--- src/rtl/mwst_delay_line.sv ---
// Single-port read-first sample memory for the window delay line.
`default_nettype none

module mwst_delay_line #(
  parameter int DEPTH = 256,
  parameter int AW    = 8,
  parameter int DW    = 16
) (
  input  wire logic          clk,
  input  wire logic          en,
  input  wire logic [AW-1:0] addr,
  input  wire logic [DW-1:0] wdata,
  output logic      [DW-1:0] rdata
);

  logic [DW-1:0] mem [DEPTH];

  // Read returns the entry as it was before this cycle's write.
  always_ff @(posedge clk) begin
    if (en) begin
      rdata      <= mem[addr];
      mem[addr]  <= wdata;
    end
  end

endmodule

`default_nettype wire

--- config.mk ---
export PLATFORM = sky130hd
export DESIGN_NAME = mwst_delay_line
export DESIGN_NICKNAME = d
export VERILOG_FILES = /design/src/rtl/mwst_delay_line.sv
export SDC_FILE = /design/constraint.sdc
export NUM_CORES = 2
export LEC_CHECK = 0
export BUFFER_PORTS_ARGS = -buffer_cell sky130_fd_sc_hd__buf_4
export CAP_MARGIN = 15
export CORE_MARGIN = 3
export CORE_UTILIZATION = 40
export DETAILED_ROUTE_END_ITERATION = 8
export PLACE_DENSITY_LB_ADDON = 0.15
export SLEW_MARGIN = 10
export SYNTH_ARGS = -nofsm -noshare
export SYNTH_HDL_FRONTEND = slang
export SYNTH_SLANG_ARGS = --single-unit
export TNS_END_PERCENT = 5
--- constraint.sdc ---
create_clock -name clk -period 4.2 [get_ports clk]
set_input_delay 0.84 -clock clk [delete_from_list [all_inputs] [get_ports clk]]
set_output_delay 0.84 -clock clk [all_outputs]
set_load 0.05 [all_outputs]
# --- Word-level counts from Yosys, hierarchy flattened ---
# Memory sizes are Yosys's and may differ from the RTL's. A register that Yosys moved wholly into a read port is not among the register bits.
# Index checks and enable logic that the tools add are counted.
word_totals:
  reg_bits: 0
  ramBits: 4096
  input_bits: 26
  output_inout_bits: 16
  word_cells: 3
  n_memories: 1
op_classes:
  mux: 2
memory_table:
  columns: ["memory", "depth", "width", "rd", "rd_clocked_by_memory_dff", "write_ports", "line_no", "source"]
  rows:
  - ["mem", 256, 16, 1, 1, 1, "16", "logic [DW-1:0] mem [DEPTH];"]
op_table:
  columns: ["operator", "n"]
  rows:
  - ["$mux 1", 2]

# --- Logic depth before layout (Yosys ltp) ---
depth:
  ltp_word: 2
  depth_mapped: 10

# --- Worst setup path before layout ---
# Ideal clock, no wire load.
synth_path:
  path_type: "in2reg"
  startpoint: "input addr[0]"
  endpoint: "memory mem[145][0], enable pin"
  setup_ns: 0.409
  arrival_ns: 3.129
  required_time_ns: 3.791
  slack_ns: 0.662
  cell_stages: 7
  cell_sequence: "clkbuf_1 > buf_6 > clkbuf_1 > buf_2 > nand2b_1 > clkbuf_1 > nor3_1"
synth_rtl:
  columns: ["item", "line_no", "source"]
  rows:
  - ["from (decl)", "11", "input wire logic [AW-1:0] addr,"]
  - ["to (decl)", "16", null]
# No word-level cell before the write port.

==> results.cfg <==
[placement]
place_congestion = 0.816
placed_area_um2 = 169000
pre_cts_ws_ps = -413
place_inst = 12300
hpwl_um = 268000
io_buffers = 41

[timing]
worst_slack_ps = 649
finalSetupViolations = 0
fin_crit_ps = 3550
rsz0062_at_grt = false
finalCritPeriodShare_pct = 84.6
drv_slew = 0
max_slew_margin_pct = 5.38
max_freq_mhz = 282
hold_violations = 0
max_slew.worst_pin.slew_ps = 1420
clock_skew_ps = 49.8
fin_setup_tns_ps = 0
hold_slack_ps = 318

[grt]
track_usage_pct = 22.0
grt_use_met1_pct = 31.4
met3_usage_pct = 2.99
grt_pass1_vias = 77300
gr-total-overflow = 0
antenna_found_initial = 21
grt_max_degree = 137
grt_pass1_wl_um = 618000
busiest_layer = met2
met2_usage_pct = 36.1

[clocking]
ctsHtreeMaxLevel = 5
hold_buffers = 0
clkLatencyLatePin_ps = 970
cts_root_buf = clkbuf_16
cts_resized = 0
cts_setup_buffers = 0
cts_buffer_depth = 4
cts_buffers = 429
cts.sinks = 4112
cts_tree = yes
cts.clk_slew.worst_paths_ps = 60

[detailed_routing]
finalWirelength_um = 441000
first_iter_violations = 8792
firstDrtPassIters = 5
wl_per_cell_um = 33.7
route.vias.total = 75700
drc = 0
drt.antenna.violating_nets = 0
via_per_inst = 5.79

[cells_and_area]
area_growth_pct = 17.3
final_cells = 13100
final_area_um2 = 182000
nets = 7568
final_common_cell = edfxtp_1
drive_gt1_share_pct = 32.5
final_cell_mix = edfxtp_1 (4112), mux4_2 (1024), buf_4 (658), a22oi_1 (512), clkbuf_16 (431)

[synthesis]
synth_area_leader_cell = edfxtp_1
ys_seq_area_share_pct = 79.4
synth_top_area_share_pct = 79.4
yosysUniqueCellTypes = 21
synth_warnings = 0
syn_nets = 6753
ys_seq_elements = 4112
syn_area_um2 = 156000
synthCells = 6727
ys_top_cells_by_area = edfxtp_1 (79%), mux4_2 (15%), a22oi_1 (2.5%)
avgSynthCellArea_um2 = 23.1

[setup_path]
crit_path_top_delay_cell = o41ai_2
r2r_slack_ps = 1180
worstPathRequired_ps = 4830
critPathLaunchType = primary input
max_stage_delay_ps = 810
critPathBufInv = 5
crit_type = primary input to flip-flop
worstPathMaxFanout = 31
cp_top_family = compound AO/OA/AOI/OAI gates
critical_path.cell_chain = buf_16, buf_12, buf_12, buf_4, mux4_2, a22oi_1, a21oi_1, o41ai_2, buf_4, nand4_1
crit_arrival_ps = 4180
critPathCaptureType = flip-flop

[min_path]
worst_hold_path_type = primary input to flip-flop

[die]
die_w_um = 630
die_area_um2 = 396000
die_h_um = 630
core_um2 = 387000
io_pins = 42
start_util_pct = 40.2
num_rows = 228

[power_and_ir_drop]
leakagePower_nw = 56.7
peakVddDrop_mv = 0.376
p_per_area_nw_per_um2 = 478

[run_status]
status = completed

[flow_run]
max-cap-violations = 0
[worst reg2reg max path: stages, from the launching register on]
cell and delay, ps:
edfxtp_1 370, mux4_2 470, a22oi_1 310, a21oi_1 280
buf_4 220, o41ai_2 940, nand4_1 150
[layer usage]
metal,routed length (um),vias to the layer above
li1,-,30700
met1,187000,41700
met2,217000,2748
met3,26500,533
met4,10100,6
met5,41,-
[cells in the mapped netlist, drive strengths merged]
library cell / n
a21oi: 256
a22oi: 512
and2: 3
buf: 171
clkbuf: 249
edfxtp: 4112
inv: 1
mux4: 1024
nand2: 28
nand2b: 6
nand3: 13
nand4: 16
nor2: 232
nor2b: 7
nor3: 30
o41ai: 64
or2: 2
or3: 1
[final cells by class]
| cell class | count | area (um^2) |
|---|---|---|
| fillers | 31800 | 204000 |
| multi-input cells | 2194 | 30900 |
| clock inverters | 251 | 2590 |
| flip-flops and latches | 4112 | 123000 |
| diodes | 23 | 57.6 |
| clock buffers | 531 | 11200 |
| inverters | 1 | 3.75 |
| well taps | 5175 | 6470 |
| repair buffers | 804 | 7780 |
[path summary, 6_finish.rpt]
path / start / endpoint / cells after the start
worst min register to register: mem[102][12] / rdata[12] / 6
worst min-delay path: wdata[14] / mem[216][14] / 1
worst max register to register: mem[170][6] / rdata[6] / 6
worst max-delay path: addr[0] / rdata[7] / 10
[per-stage QoR]
step | utilization, % | power, W
floorplan | - | 0.0482
global placement | 43.6 | 0.0506
detailed placement | 43.6 | 0.0507
CTS | 47.2 | 0.0880
global route | 47.2 | 0.0897
finish | 47.2 | 0.0871
[power by group]
| part | internal, W | switching (W) | total, W |
|---|---|---|---|
| clock | 0.0215 | 0.0159 | 0.0374 |
| combinational | 0.00155 | 0.00282 | 0.00437 |
| sequential | 0.0453 | 0.0000751 | 0.0453 |
[kinds of logic after synthesis]
group                  after synthesis  synth area share (%)
buffers and inverters              421                  1.24
flip-flops                        4112                  79.4
multiplexers                      1024                  14.8
AO/OA/AOI/OAI                      832                  3.65
AND/OR/NAND/NOR                    338                 0.906
[flip-flops by register name (all words and copies together), names as in the netlist]
| name | cells |
|---|---|
| mem | 4096 |
| rdata | 16 |
Note: power is estimated with default switching activity, not from simulation.
